[src/hdl/jsu_pkg.sv]
package jsu_pkg;

    localparam logic [7:0] CH_QUOTE = 8'h22;
    localparam logic [7:0] CH_BSL   = 8'h5c;
    localparam logic [7:0] CH_N     = 8'h6e;
    localparam logic [7:0] CH_R     = 8'h72;
    localparam logic [7:0] CH_T     = 8'h74;
    localparam logic [7:0] CH_B     = 8'h62;
    localparam logic [7:0] CH_F     = 8'h66;
    localparam logic [7:0] CH_U     = 8'h75;

    localparam logic [20:0] CP_LIM1 = 21'h00080;
    localparam logic [20:0] CP_LIM2 = 21'h00800;
    localparam logic [20:0] CP_LIM3 = 21'h10000;
    localparam logic [20:0] CP_SUPP = 21'h10000;

    localparam logic [5:0] SURR_HIGH = 6'b110110;
    localparam logic [5:0] SURR_LOW  = 6'b110111;

    localparam int RES_DEPTH = 6;

    typedef enum logic [2:0] {
        PH_IDLE,
        PH_BODY,
        PH_ESC,
        PH_HEX1,
        PH_HIGH,
        PH_HIGH_BS,
        PH_HEX2
    } phase_t;

    // Decoder state; the pending high surrogate keeps only its low ten bits.
    typedef struct packed {
        phase_t      phase;
        logic [15:0] hex_value;
        logic [1:0]  hex_count;
        logic        hex_stopped;
        logic [9:0]  pending;
    } dec_state_t;

    typedef struct packed {
        logic [7:0] data;
        logic       valid;
        logic       done;
        logic       err;
    } res_t;

    typedef struct packed {
        logic [3:0][7:0] b;
        logic [2:0]      len;
    } enc_t;

    typedef struct packed {
        logic       ok;
        logic [3:0] val;
    } hex_t;

    function automatic res_t mk_byte(input logic [7:0] d);
        res_t r;
        r.data  = d;
        r.valid = 1'b1;
        r.done  = 1'b0;
        r.err   = 1'b0;
        return r;
    endfunction

    function automatic res_t mk_stat(input logic done, input logic err);
        res_t r;
        r.data  = 8'h00;
        r.valid = 1'b0;
        r.done  = done;
        r.err   = err;
        return r;
    endfunction

    function automatic logic [7:0] esc_map(input logic [7:0] c);
        logic [7:0] m;
        m = c;
        unique case (c)
            CH_N:    m = 8'h0a;
            CH_R:    m = 8'h0d;
            CH_T:    m = 8'h09;
            CH_B:    m = 8'h08;
            CH_F:    m = 8'h0c;
            default: m = c;
        endcase
        return m;
    endfunction

    function automatic hex_t hex_dig(input logic [7:0] c);
        hex_t h;
        h.ok  = 1'b0;
        h.val = 4'h0;
        if (c >= 8'h30 && c <= 8'h39)
        begin
            h.ok  = 1'b1;
            h.val = 4'(c - 8'h30);
        end
        else if (c >= 8'h61 && c <= 8'h66)
        begin
            h.ok  = 1'b1;
            h.val = 4'(c - 8'h57);
        end
        else if (c >= 8'h41 && c <= 8'h46)
        begin
            h.ok  = 1'b1;
            h.val = 4'(c - 8'h37);
        end
        return h;
    endfunction

    function automatic enc_t utf8_enc(input logic [20:0] cp);
        enc_t e;
        e.b   = '0;
        e.len = 3'd1;
        if (cp < CP_LIM1)
        begin
            e.b[0] = cp[7:0];
        end
        else if (cp < CP_LIM2)
        begin
            e.len  = 3'd2;
            e.b[0] = {3'b110, cp[10:6]};
            e.b[1] = {2'b10, cp[5:0]};
        end
        else if (cp < CP_LIM3)
        begin
            e.len  = 3'd3;
            e.b[0] = {4'b1110, cp[15:12]};
            e.b[1] = {2'b10, cp[11:6]};
            e.b[2] = {2'b10, cp[5:0]};
        end
        else
        begin
            e.len  = 3'd4;
            e.b[0] = {5'b11110, cp[20:18]};
            e.b[1] = {2'b10, cp[17:12]};
            e.b[2] = {2'b10, cp[11:6]};
            e.b[3] = {2'b10, cp[5:0]};
        end
        return e;
    endfunction

endpackage

[src/hdl/jsu_decode.sv]
module jsu_decode (
    input  logic [7:0]                          in_byte,
    input  logic                                start_req,
    input  jsu_pkg::dec_state_t                 state_cur,
    output jsu_pkg::dec_state_t                 state_nxt,
    output jsu_pkg::res_t [jsu_pkg::RES_DEPTH-1:0] res_list,
    output logic [2:0]                          res_cnt
);

    jsu_pkg::hex_t  hd;
    logic [15:0]    hv_upd;
    logic           st_upd;
    logic           hex_last;
    logic           v_high;
    logic           v_low;
    logic           is_quote;
    logic           is_bsl;
    logic           is_u;
    logic [20:0]    pair_cp;
    jsu_pkg::enc_t  enc_high;
    jsu_pkg::enc_t  enc_val;
    jsu_pkg::enc_t  enc_pair;
    logic           a_en;
    jsu_pkg::res_t [3:0] b_list;
    logic [2:0]     b_cnt;

    assign hd       = jsu_pkg::hex_dig(in_byte);
    assign hv_upd   = (!state_cur.hex_stopped && hd.ok) ?
                      {state_cur.hex_value[11:0], hd.val} : state_cur.hex_value;
    assign st_upd   = state_cur.hex_stopped | ~hd.ok;
    assign hex_last = (state_cur.hex_count == 2'd3);
    assign v_high   = (hv_upd[15:10] == jsu_pkg::SURR_HIGH);
    assign v_low    = (hv_upd[15:10] == jsu_pkg::SURR_LOW);
    assign is_quote = (in_byte == jsu_pkg::CH_QUOTE);
    assign is_bsl   = (in_byte == jsu_pkg::CH_BSL);
    assign is_u     = (in_byte == jsu_pkg::CH_U);
    assign pair_cp  = {1'b0, state_cur.pending, hv_upd[9:0]} + jsu_pkg::CP_SUPP;

    assign enc_high = jsu_pkg::utf8_enc({5'd0, jsu_pkg::SURR_HIGH, state_cur.pending});
    assign enc_val  = jsu_pkg::utf8_enc({5'd0, hv_upd});
    assign enc_pair = jsu_pkg::utf8_enc(pair_cp);

    // Next decoder state.
    always_comb
    begin
        state_nxt = state_cur;
        if (start_req)
        begin
            state_nxt       = '0;
            state_nxt.phase = is_quote ? jsu_pkg::PH_BODY : jsu_pkg::PH_IDLE;
        end
        else
        begin
            unique case (state_cur.phase)
                jsu_pkg::PH_BODY:
                begin
                    if (is_quote)
                        state_nxt.phase = jsu_pkg::PH_IDLE;
                    else if (is_bsl)
                        state_nxt.phase = jsu_pkg::PH_ESC;
                end
                jsu_pkg::PH_ESC:
                begin
                    if (is_u)
                    begin
                        state_nxt.hex_value   = '0;
                        state_nxt.hex_count   = '0;
                        state_nxt.hex_stopped = 1'b0;
                        state_nxt.phase       = jsu_pkg::PH_HEX1;
                    end
                    else
                        state_nxt.phase = jsu_pkg::PH_BODY;
                end
                jsu_pkg::PH_HEX1, jsu_pkg::PH_HEX2:
                begin
                    if (is_quote)
                        state_nxt = '0;
                    else if (!hex_last)
                    begin
                        state_nxt.hex_value   = hv_upd;
                        state_nxt.hex_stopped = st_upd;
                        state_nxt.hex_count   = state_cur.hex_count + 2'd1;
                    end
                    else
                    begin
                        state_nxt.hex_value   = '0;
                        state_nxt.hex_count   = '0;
                        state_nxt.hex_stopped = 1'b0;
                        state_nxt.pending     = '0;
                        if (state_cur.phase == jsu_pkg::PH_HEX2 && v_low)
                            state_nxt.phase = jsu_pkg::PH_BODY;
                        else if (v_high)
                        begin
                            state_nxt.pending = hv_upd[9:0];
                            state_nxt.phase   = jsu_pkg::PH_HIGH;
                        end
                        else
                            state_nxt.phase = jsu_pkg::PH_BODY;
                    end
                end
                jsu_pkg::PH_HIGH:
                begin
                    if (is_bsl)
                        state_nxt.phase = jsu_pkg::PH_HIGH_BS;
                    else
                    begin
                        state_nxt.pending = '0;
                        state_nxt.phase   = is_quote ? jsu_pkg::PH_IDLE : jsu_pkg::PH_BODY;
                    end
                end
                jsu_pkg::PH_HIGH_BS:
                begin
                    if (is_u)
                    begin
                        state_nxt.hex_value   = '0;
                        state_nxt.hex_count   = '0;
                        state_nxt.hex_stopped = 1'b0;
                        state_nxt.phase       = jsu_pkg::PH_HEX2;
                    end
                    else
                    begin
                        state_nxt.pending = '0;
                        state_nxt.phase   = jsu_pkg::PH_BODY;
                    end
                end
                default:
                    state_nxt.phase = jsu_pkg::PH_IDLE;
            endcase
        end
    end

    // Results of this byte: an optional flushed high surrogate, then the rest.
    always_comb
    begin
        a_en   = 1'b0;
        b_list = '0;
        b_cnt  = 3'd0;
        if (start_req)
        begin
            if (!is_quote)
            begin
                b_list[0] = jsu_pkg::mk_stat(1'b0, 1'b1);
                b_cnt     = 3'd1;
            end
        end
        else
        begin
            unique case (state_cur.phase)
                jsu_pkg::PH_BODY, jsu_pkg::PH_HIGH:
                begin
                    if (!(state_cur.phase == jsu_pkg::PH_HIGH && is_bsl))
                    begin
                        a_en = (state_cur.phase == jsu_pkg::PH_HIGH);
                        if (is_quote)
                        begin
                            b_list[0] = jsu_pkg::mk_stat(1'b1, 1'b0);
                            b_cnt     = 3'd1;
                        end
                        else if (!is_bsl)
                        begin
                            b_list[0] = jsu_pkg::mk_byte(in_byte);
                            b_cnt     = 3'd1;
                        end
                    end
                end
                jsu_pkg::PH_ESC, jsu_pkg::PH_HIGH_BS:
                begin
                    if (!is_u)
                    begin
                        a_en      = (state_cur.phase == jsu_pkg::PH_HIGH_BS);
                        b_list[0] = jsu_pkg::mk_byte(jsu_pkg::esc_map(in_byte));
                        b_cnt     = 3'd1;
                    end
                end
                jsu_pkg::PH_HEX1, jsu_pkg::PH_HEX2:
                begin
                    if (is_quote)
                    begin
                        b_list[0] = jsu_pkg::mk_stat(1'b0, 1'b1);
                        b_cnt     = 3'd1;
                    end
                    else if (hex_last)
                    begin
                        if (state_cur.phase == jsu_pkg::PH_HEX2 && v_low)
                        begin
                            for (int i = 0; i < 4; i++)
                                b_list[i] = jsu_pkg::mk_byte(enc_pair.b[i]);
                            b_cnt = enc_pair.len;
                        end
                        else
                        begin
                            a_en = (state_cur.phase == jsu_pkg::PH_HEX2);
                            if (!v_high)
                            begin
                                for (int i = 0; i < 4; i++)
                                    b_list[i] = jsu_pkg::mk_byte(enc_val.b[i]);
                                b_cnt = enc_val.len;
                            end
                        end
                    end
                end
                default:
                begin
                    b_cnt = 3'd0;
                end
            endcase
        end
    end

    // Join the two parts; a flushed surrogate is always three bytes.
    always_comb
    begin
        res_list = '0;
        if (a_en)
        begin
            for (int i = 0; i < 3; i++)
            begin
                res_list[i]     = jsu_pkg::mk_byte(enc_high.b[i]);
                res_list[i + 3] = b_list[i];
            end
            res_cnt = 3'd3 + b_cnt;
        end
        else
        begin
            for (int i = 0; i < 4; i++)
                res_list[i] = b_list[i];
            res_cnt = b_cnt;
        end
    end

endmodule

[src/hdl/json_string_unescape_utf8_top.sv]
// Channel  Direction  Handshake            Payload
// input    sink       in_valid / in_stall  in_byte, start_req
// output   source     out_valid/out_stall  out_byte, byte_valid, last, done_res, error
//
// Each input byte is decoded from the input register into a burst
// register holding up to six results; the burst drains one transfer per cycle
// while out_stall is low. A byte yields n results (n = 0..6), and the next byte is
// decoded in the same cycle the last result of a burst leaves.
// Reset (rst_n low, asynchronous) empties both registers and idles the decoder.
// out_stall backs up through the burst into in_stall within the same cycle.
module json_string_unescape_utf8_top (
    input  logic       clk,
    input  logic       rst_n,
    input  logic       in_valid,
    output logic       in_stall,
    input  logic [7:0] in_byte,
    input  logic       start_req,
    output logic       out_valid,
    input  logic       out_stall,
    output logic [7:0] out_byte,
    output logic       byte_valid,
    output logic       last,
    output logic       done_res,
    output logic       error
);

    // Input register.
    logic       in_full_reg;
    logic       in_full_next;
    logic [7:0] in_byte_reg;
    logic       in_start_reg;

    // Decoder state.
    jsu_pkg::dec_state_t state_reg;
    jsu_pkg::dec_state_t state_next;

    // Result burst: entry zero faces the output port.
    jsu_pkg::res_t [jsu_pkg::RES_DEPTH-1:0] burst_reg;
    jsu_pkg::res_t [jsu_pkg::RES_DEPTH-1:0] burst_next;
    logic [2:0]                             cnt_reg;
    logic [2:0]                             cnt_next;

    jsu_pkg::res_t [jsu_pkg::RES_DEPTH-1:0] dec_list;
    logic [2:0]                             dec_cnt;
    jsu_pkg::dec_state_t                    dec_state;

    logic in_fire;
    logic out_fire;
    logic can_load;
    logic dec_fire;

    // Handshake: the burst may reload once it is empty or its final entry leaves.
    assign out_fire = (cnt_reg != 3'd0) && !out_stall;
    assign can_load = (cnt_reg == 3'd0) || ((cnt_reg == 3'd1) && out_fire);
    assign dec_fire = in_full_reg && can_load;
    assign in_stall = in_full_reg && !can_load;
    assign in_fire  = in_valid && !in_stall;

    jsu_decode u_decode (
        .in_byte   (in_byte_reg),
        .start_req (in_start_reg),
        .state_cur (state_reg),
        .state_nxt (dec_state),
        .res_list  (dec_list),
        .res_cnt   (dec_cnt)
    );

    // Hold the input until it is decoded; a new transfer may land in the same cycle.
    always_comb
    begin
        if (in_fire)
            in_full_next = 1'b1;
        else if (dec_fire)
            in_full_next = 1'b0;
        else
            in_full_next = in_full_reg;
    end

    // Advance the decoder only on a decoded byte.
    always_comb
    begin
        state_next = dec_fire ? dec_state : state_reg;
    end

    // Load a new burst, or shift the current one by one on each output transfer.
    always_comb
    begin
        burst_next = burst_reg;
        cnt_next   = cnt_reg;
        if (dec_fire)
        begin
            burst_next = dec_list;
            cnt_next   = dec_cnt;
        end
        else if (out_fire)
        begin
            for (int i = 0; i < jsu_pkg::RES_DEPTH - 1; i++)
                burst_next[i] = burst_reg[i + 1];
            cnt_next = cnt_reg - 3'd1;
        end
    end

    always_ff @(posedge clk or negedge rst_n)
    begin
        if (!rst_n)
        begin
            in_full_reg <= 1'b0;
            state_reg   <= '0;
            cnt_reg     <= 3'd0;
        end
        else
        begin
            in_full_reg <= in_full_next;
            state_reg   <= state_next;
            cnt_reg     <= cnt_next;
        end
    end

    // Payload registers carry no reset.
    always_ff @(posedge clk)
    begin
        if (in_fire)
        begin
            in_byte_reg  <= in_byte;
            in_start_reg <= start_req;
        end
        burst_reg <= burst_next;
    end

    assign out_valid  = (cnt_reg != 3'd0);
    assign out_byte   = burst_reg[0].data;
    assign byte_valid = burst_reg[0].valid;
    assign done_res   = burst_reg[0].done;
    assign error      = burst_reg[0].err;
    assign last       = (cnt_reg == 3'd1);

endmodule

[config.mk]
export PLATFORM = sky130hd
export DESIGN_NAME = json_string_unescape_utf8_top
export DESIGN_NICKNAME = d
export VERILOG_FILES = /design/src/hdl/jsu_pkg.sv /design/src/hdl/jsu_decode.sv /design/src/hdl/json_string_unescape_utf8_top.sv
export SDC_FILE = /design/constraint.sdc
export NUM_CORES = 1
export LEC_CHECK = 0
export BUFFER_PORTS_ARGS = -buffer_cell sky130_fd_sc_hd__buf_4
export CORE_MARGIN = 2
export CORE_UTILIZATION = 50
export DETAILED_ROUTE_END_ITERATION = 8
export GPL_TIMING_DRIVEN = 0
export PLACE_DENSITY = 0.66
export SLEW_MARGIN = 25
export SYNTH_ARGS = -nofsm -noshare
export SYNTH_HDL_FRONTEND = slang
export SYNTH_SLANG_ARGS = --single-unit
[constraint.sdc]
create_clock -name clk -period 3.3 [get_ports clk]
set_input_delay 0.165 -clock clk [delete_from_list [all_inputs] [get_ports clk]]
set_output_delay 0.165 -clock clk [all_outputs]
set_load 0.05 [all_outputs]
==> results of run 1 <==
## kinds of logic after synthesis
kind of cell | count (synthesis) | synth area share
DFF | 105 | 0.4430
buffers and inverters | 70 | 0.05146
other | 1 | 0.0005589
and+or+nand+nor | 274 | 0.2133
xor gates and xnor gates | 4 | 0.005222
adders and majority gates | 11 | 0.02051
muxes | 14 | 0.02163
AOI/OAI and AO/OA | 247 | 0.2443
## metrics by stage
stage                     power [mW]  instance area (um2)
final                          6.749                 8527
after global routing           7.058                 8527
after CTS                      6.498                 8115
after detailed placement       5.073                 7139
after global placement         5.011                 7139
after floorplan                4.199                 6724
## cell usage after synthesis, types with 4 or more instances
cell type	instances	area, um2
nand2_1	91	341.6
o21ai_0	73	365.4
edfxtp_1	69	2072
a21oi_1	54	270.3
nor2_1	42	157.7
dfrtp_1	36	900.9
clkbuf_1	34	127.6
nor3_1	20	100.1
nand3_1	19	95.09
and2_1	16	100.1
and3_1	15	93.84
inv_1	15	56.30
nand2b_1	12	75.07
ha_1	11	137.6
mux2i_1	10	100.1
o21ai_1	10	50.05
a31oi_1	9	56.30
nor4_1	9	56.30
a22o_1	8	70.07
buf_4	8	60.06
o211ai_1	8	60.06
o22ai_1	8	50.05
o31ai_1	8	60.06
a21o_1	7	52.55
a211oi_1	6	45.04
a221o_1	6	60.06
buf_2	6	30.03
buf_6	6	67.56
nor2b_1	6	37.54
nand3b_1	5	37.54
o22a_1	5	43.79
or3_1	5	31.28
mux2_2	4	45.04
nand4_1	4	25.02
nor3b_1	4	30.03
or4_1	4	30.03
## worst register-to-register path: stages, from the launching register on
cell       delay (ps)
edfxtp_1          460
or4b_4            580
or4_4             570
buf_12            180
nand3_4            80
a211oi_4           90
a21o_1            230
or4_4             550
ha_4              260
o21ai_4           170
a2bb2oi_2         150
## final timing paths
path                                            from                         to  slack [ps]  cells after the start
setup / recovery            in_byte_reg[7]$_DFFE_PP_     cnt_reg[1]$_DFFE_PN0P_         -80                     10
hold / removal                             out_stall    in_full_reg$_DFFE_PN0P_         290                      5
setup reg to reg            in_byte_reg[7]$_DFFE_PP_     cnt_reg[1]$_DFFE_PN0P_         -80                     10
hold reg to reg            state_reg[12]$_DFFE_PN0P_  state_reg[12]$_DFFE_PN0P_         500                      2
max in group asynchronous                      rst_n   state_reg[8]$_DFFE_PN0P_        2600                      2
min in group asynchronous                      rst_n  state_reg[29]$_DFFE_PN0P_         310                      2
## per-layer routing
layer,part of all wire,track usage
met5,0,0
met4,0.039,0.1324
met3,0.094,0.06511
met2,0.45,0.4854
met1,0.42,0.4534
## timing repair
action,4_1_cts,5_1_grt
gates cloned,0,1
gates resized for setup,74,58
buffers inserted,23,25
pin swaps,17,33
endpoints found under the setup margin,122,129
endpoints found under the hold margin,46,0
hold buffers,11,0
## layout make-up
class	instances	share of cell area
repair buffers	86	0.08188
well taps	176	0.02583
multi-input cells	551	0.4578
clock buffers	9	0.02641
inverters	15	0.006603
plain buffers	54	0.04211
flip-flops and latches	105	0.3486
clock inverters	7	0.01071
## power by group
part	leakage (nW)	switching, mW	internal, mW
sequential	1.16	0.197	2.12
clock	0.154	0.567	0.614
combinational	1.91	2.11	1.15
total	3.23	2.87	3.88
==> run metrics, run 1 <==
run status=finished with violations; violations in the final reports=setup timing; number of buffers inserted during clock tree synthesis=9; crit start category=flop; critical path's top delay family=simple AND/OR/NAND/NOR gates; share of the cycle needed by the critical path after routing=1.025; Crit path largest cell delay=580 ps; share of final-layout standard cells stronger than drive strength 1=0.2515; IO Pins=27; synthesized netlist net count=750; critical path data required time=3590 ps; Worst IR Drop VDD=0.0006741 V; GRT Overall Usage=0.3216; setup TNS after final layout=-176.4 ps; clock sink count=105; number of endpoints failing setup at the final stage=7; skew final=13.61 ps; global placement routability congestion=0.9740; insertion delay to the later sink of the worst-skew pair=370 ps; overall die area=14360 um2; Post-DRT Antenna Nets=0; RSZ-0062 raised after global routing=yes; worst endpoint data arrival time=3680 ps; largest net degree at the start of global routing=53; non-filler cells in the finished layout=1003; drt wl/cell=22.88 um; initial standard-cell utilization of the core=0.5087; ordered list of cells on the worst path=or4b_4 -> or4_4 -> buf_12 -> nand3_4 -> a211oi_4 -> a21o_1 -> or4_4 -> ha_4 -> o21ai_4 -> a2bb2oi_2; slew at the pin closest to its max-slew limit=785.1 ps; worst-path maximum fanout=8; Fillers=1061; Slew Limit Fails=0; FF/Latch Area=2973 um2; Final Net Count=846; residual overflow from global routing=0; sequential area share after synthesis=0.4430; leakage component of the power=3.227 nW; number of antenna diodes=0; Most used DFF post-synth=edfxtp_1; max FFs per register=49; Power Dens Cells=791.5 nW/um2; Post-synth ARST share=0.3429; Slew HR=0.4718; first-pass GRT wire length=34890 um; number of vias after detailed routing=6527; total standard cell area after synthesis=6710 um2; critical path's most frequent cell=or4_4; most frequent cells in the layout=nand2_1 (88), buf_4 (81), edfxtp_1 (69); worst hold path type=in2reg; Remaining DRCs=0; number of flops mapped to enable cells by yosys=69; number of placed instances, taps included=928; Final min period=3382 ps; fmax=295.7 MHz; setup slack after layout=-81.68 ps; count of different cell masters after synthesis=88; Hold Violations, Final=0; # Max-Cap Violations=0; Yosys reg bits=105; violation count after the first detailed-route iteration=782; area delta synth->final=27.07%; vias in the first global route=5993; Syn Inst Count=726; clock tree root driver cell=clkbuf_16; drt total wl=22940 um; IO buf count=26; Bufs on Longest Clock Path=2; total number of yosys warnings=0; std cell rows=42; worst hold slack=294.3 ps; y dimension of the die=119.8 um; Crit Path Category=reg2reg; iteration count of the initial detailed-routing pass=5; final core area utilization=0.6465; Die W=119.8 um; count of buffer and inverter cells on the critical path=1; post-placement worst setup slack=-931.1 ps; CTS clk-pin slew, worst paths=80 ps; CP Capture Type=flop; antenna violations before repair=0; core area=13190 um2; H-Tree Level Count=3; leading cell type in the layout, fill and taps excluded=nand2_1; Mean Syn Cell Area=9.243 um2; DR vias/cell=6.507; Detail Placement HPWL=15990 um; CTS tree=done; area of combinational cells with multiple inputs=3904 um2; CP max-delay cell=or4b_4
Power figures use the tool's default switching activity.
==> inputs of run 2 (changes only) <==
--- a/config.mk
+++ b/config.mk
@@ -5,11 +5,11 @@
 export SDC_FILE = /design/constraint.sdc
 export NUM_CORES = 1
 export LEC_CHECK = 0
-export BUFFER_PORTS_ARGS = -buffer_cell sky130_fd_sc_hd__buf_4
+export BUFFER_PORTS_ARGS = -buffer_cell sky130_fd_sc_hd__buf_2
 export CORE_MARGIN = 2
 export CORE_UTILIZATION = 50
 export DETAILED_ROUTE_END_ITERATION = 8
-export GPL_TIMING_DRIVEN = 0
+export GPL_TIMING_DRIVEN = 1
 export PLACE_DENSITY = 0.66
 export SLEW_MARGIN = 25
 export SYNTH_ARGS = -nofsm -noshare
==> run metrics, run 2 (same netlist as run 1, synthesis figures left out) <==
run status=finished, final reports clean; drt total wl=22860 um; worst-path maximum fanout=5; Cells on Worst Hold Path=5; Power Dens Cells=783.2 nW/um2; post-route cell area=8169 um2; skew final=13.78 ps; fmax=311.8 MHz; iteration count of the initial detailed-routing pass=5; number of antenna diodes=0; Slew Limit Fails=0; # Max-Cap Violations=0; Bufs on Longest Clock Path=2; worst hold slack=302.8 ps; violation count after the first detailed-route iteration=711; Slew HR=0.5619; Post-DRT Antenna Nets=0; max FFs per register=49; capture instance of the worst register-to-register path=cnt_reg[1]$_DFFE_PN0P_; IO buf count=26; GRT Overall Usage=0.3295; leakage component of the power=3.274 nW; Reg2Reg Launch Point=in_byte_reg[0]$_DFFE_PP_; most frequent cells in the layout=buf_4 (112), nand2_1 (90), o21ai_0 (70); vias in the first global route=6287; final core area utilization=0.6193; core area=13190 um2; worst endpoint data arrival time=3520 ps; CTS tree=done; drt wl/cell=22.55 um; area delta synth->final=21.74%; y dimension of the die=119.8 um; Final min period=3207 ps; setup TNS after final layout=0 ps; Die W=119.8 um; std cell rows=42; CP Capture Type=flop; leading cell type in the layout, fill and taps excluded=buf_4; Crit Path Category=reg2reg; register-to-register setup slack=90 ps; Remaining DRCs=0; worst hold path type=in2reg; Detail Placement HPWL=16890 um; clock tree root driver cell=clkbuf_16; insertion delay to the later sink of the worst-skew pair=370 ps; Final Net Count=857; non-filler cells in the finished layout=1014; number of endpoints failing setup at the final stage=0; number of placed instances, taps included=980; largest net degree at the start of global routing=62; initial standard-cell utilization of the core=0.5087; IO Pins=27; residual overflow from global routing=0; share of the cycle needed by the critical path after routing=0.9720; slew at the pin closest to its max-slew limit=657.1 ps; clock sink count=105; capture point of the worst path=cnt_reg[1]$_DFFE_PN0P_; CTS clk-pin slew, worst paths=90 ps; Worst IR Drop VDD=0.0003571 V; DR vias/cell=6.263; Worst Reg-to-Reg Cells=10; H-Tree Level Count=3; overall die area=14360 um2; number of vias after detailed routing=6351; share of final-layout standard cells stronger than drive strength 1=0.2387; cell area after placement=7627 um2; global placement routability congestion=1.000; Setup crit start=in_byte_reg[0]$_DFFE_PP_; antenna violations before repair=0; Hold Violations, Final=0; first-pass GRT wire length=35860 um; number of buffers inserted during clock tree synthesis=9; crit start category=flop; critical path data required time=3610 ps
-- run 2: cell count changes in the layout (fill, tap and decap cells not counted), sizes merged --
cell	previous run	this run
buf	96	140
bufinv	1	0
clkbuf	42	9
clkinv	0	2
inv	20	19
-- run 2: repair_timing --
item,in CTS,in global routing
setup buffers,1,6
hold endpoints to repair,46,0
pin swaps,1,4
endpoints found under the setup margin,4,41
resized for setup,5,12
hold buffers,11,0
-- run 2: worst min path at each step --
stage                     from                         to  slack [ps]
global placement         rst_n  state_reg[12]$_DFFE_PN0P_         340
global route             rst_n  state_reg[29]$_DFFE_PN0P_         370
floorplan                rst_n     cnt_reg[0]$_DFFE_PN0P_        -130
CTS                  out_stall    in_full_reg$_DFFE_PN0P_         300
finish               out_stall     cnt_reg[2]$_DFFE_PN0P_         300
detailed placement  in_byte[5]   in_byte_reg[5]$_DFFE_PP_         340
-- run 2: area by class of cell --
cell class | instances | area [um2]
clock buffers | 9 | 225.2
well taps | 176 | 220.2
inverters | 15 | 56.30
flip-flops and latches | 105 | 2973
clock inverters | 7 | 80.08
repair buffers | 151 | 1136
fillers | 1122 | 5021
multi-input cells | 551 | 3478
-- run 2: critical path, cell delays in order (launching register included) --
cell	delay (ps)
edfxtp_1	440
ha_1	280
or3b_4	410
and4_4	230
o21ai_1	270
a21oi_1	210
a21o_1	220
or4_4	490
ha_1	290
o21ai_1	170
a2bb2oi_2	140
-- run 2: stage by stage --
step / total power, mW / worst slack, ps
floorplan: 4.199 / 7.465
global placement: 5.118 / -175.1
detailed placement: 5.161 / -219.3
CTS: 6.313 / -8.983
global route: 6.714 / -10.18
finish: 6.398 / 92.50
-- run 2: layer usage --
metal  GRT usage  routed length (um)  vias to the layer above
met3     0.03470                1442                       35
met1      0.4573               10040                     3125
met5           0                   0                        -
met2      0.5411               10900                      257
met4      0.1110                 483                        0
li1            -                   -                     2934
-- run 2: report_power, final --
group | switching [mW] | total, mW | internal, mW
logic | 1.88 | 2.90 | 1.02
clock network | 0.588 | 1.13 | 0.545
registers | 0.242 | 2.36 | 2.12
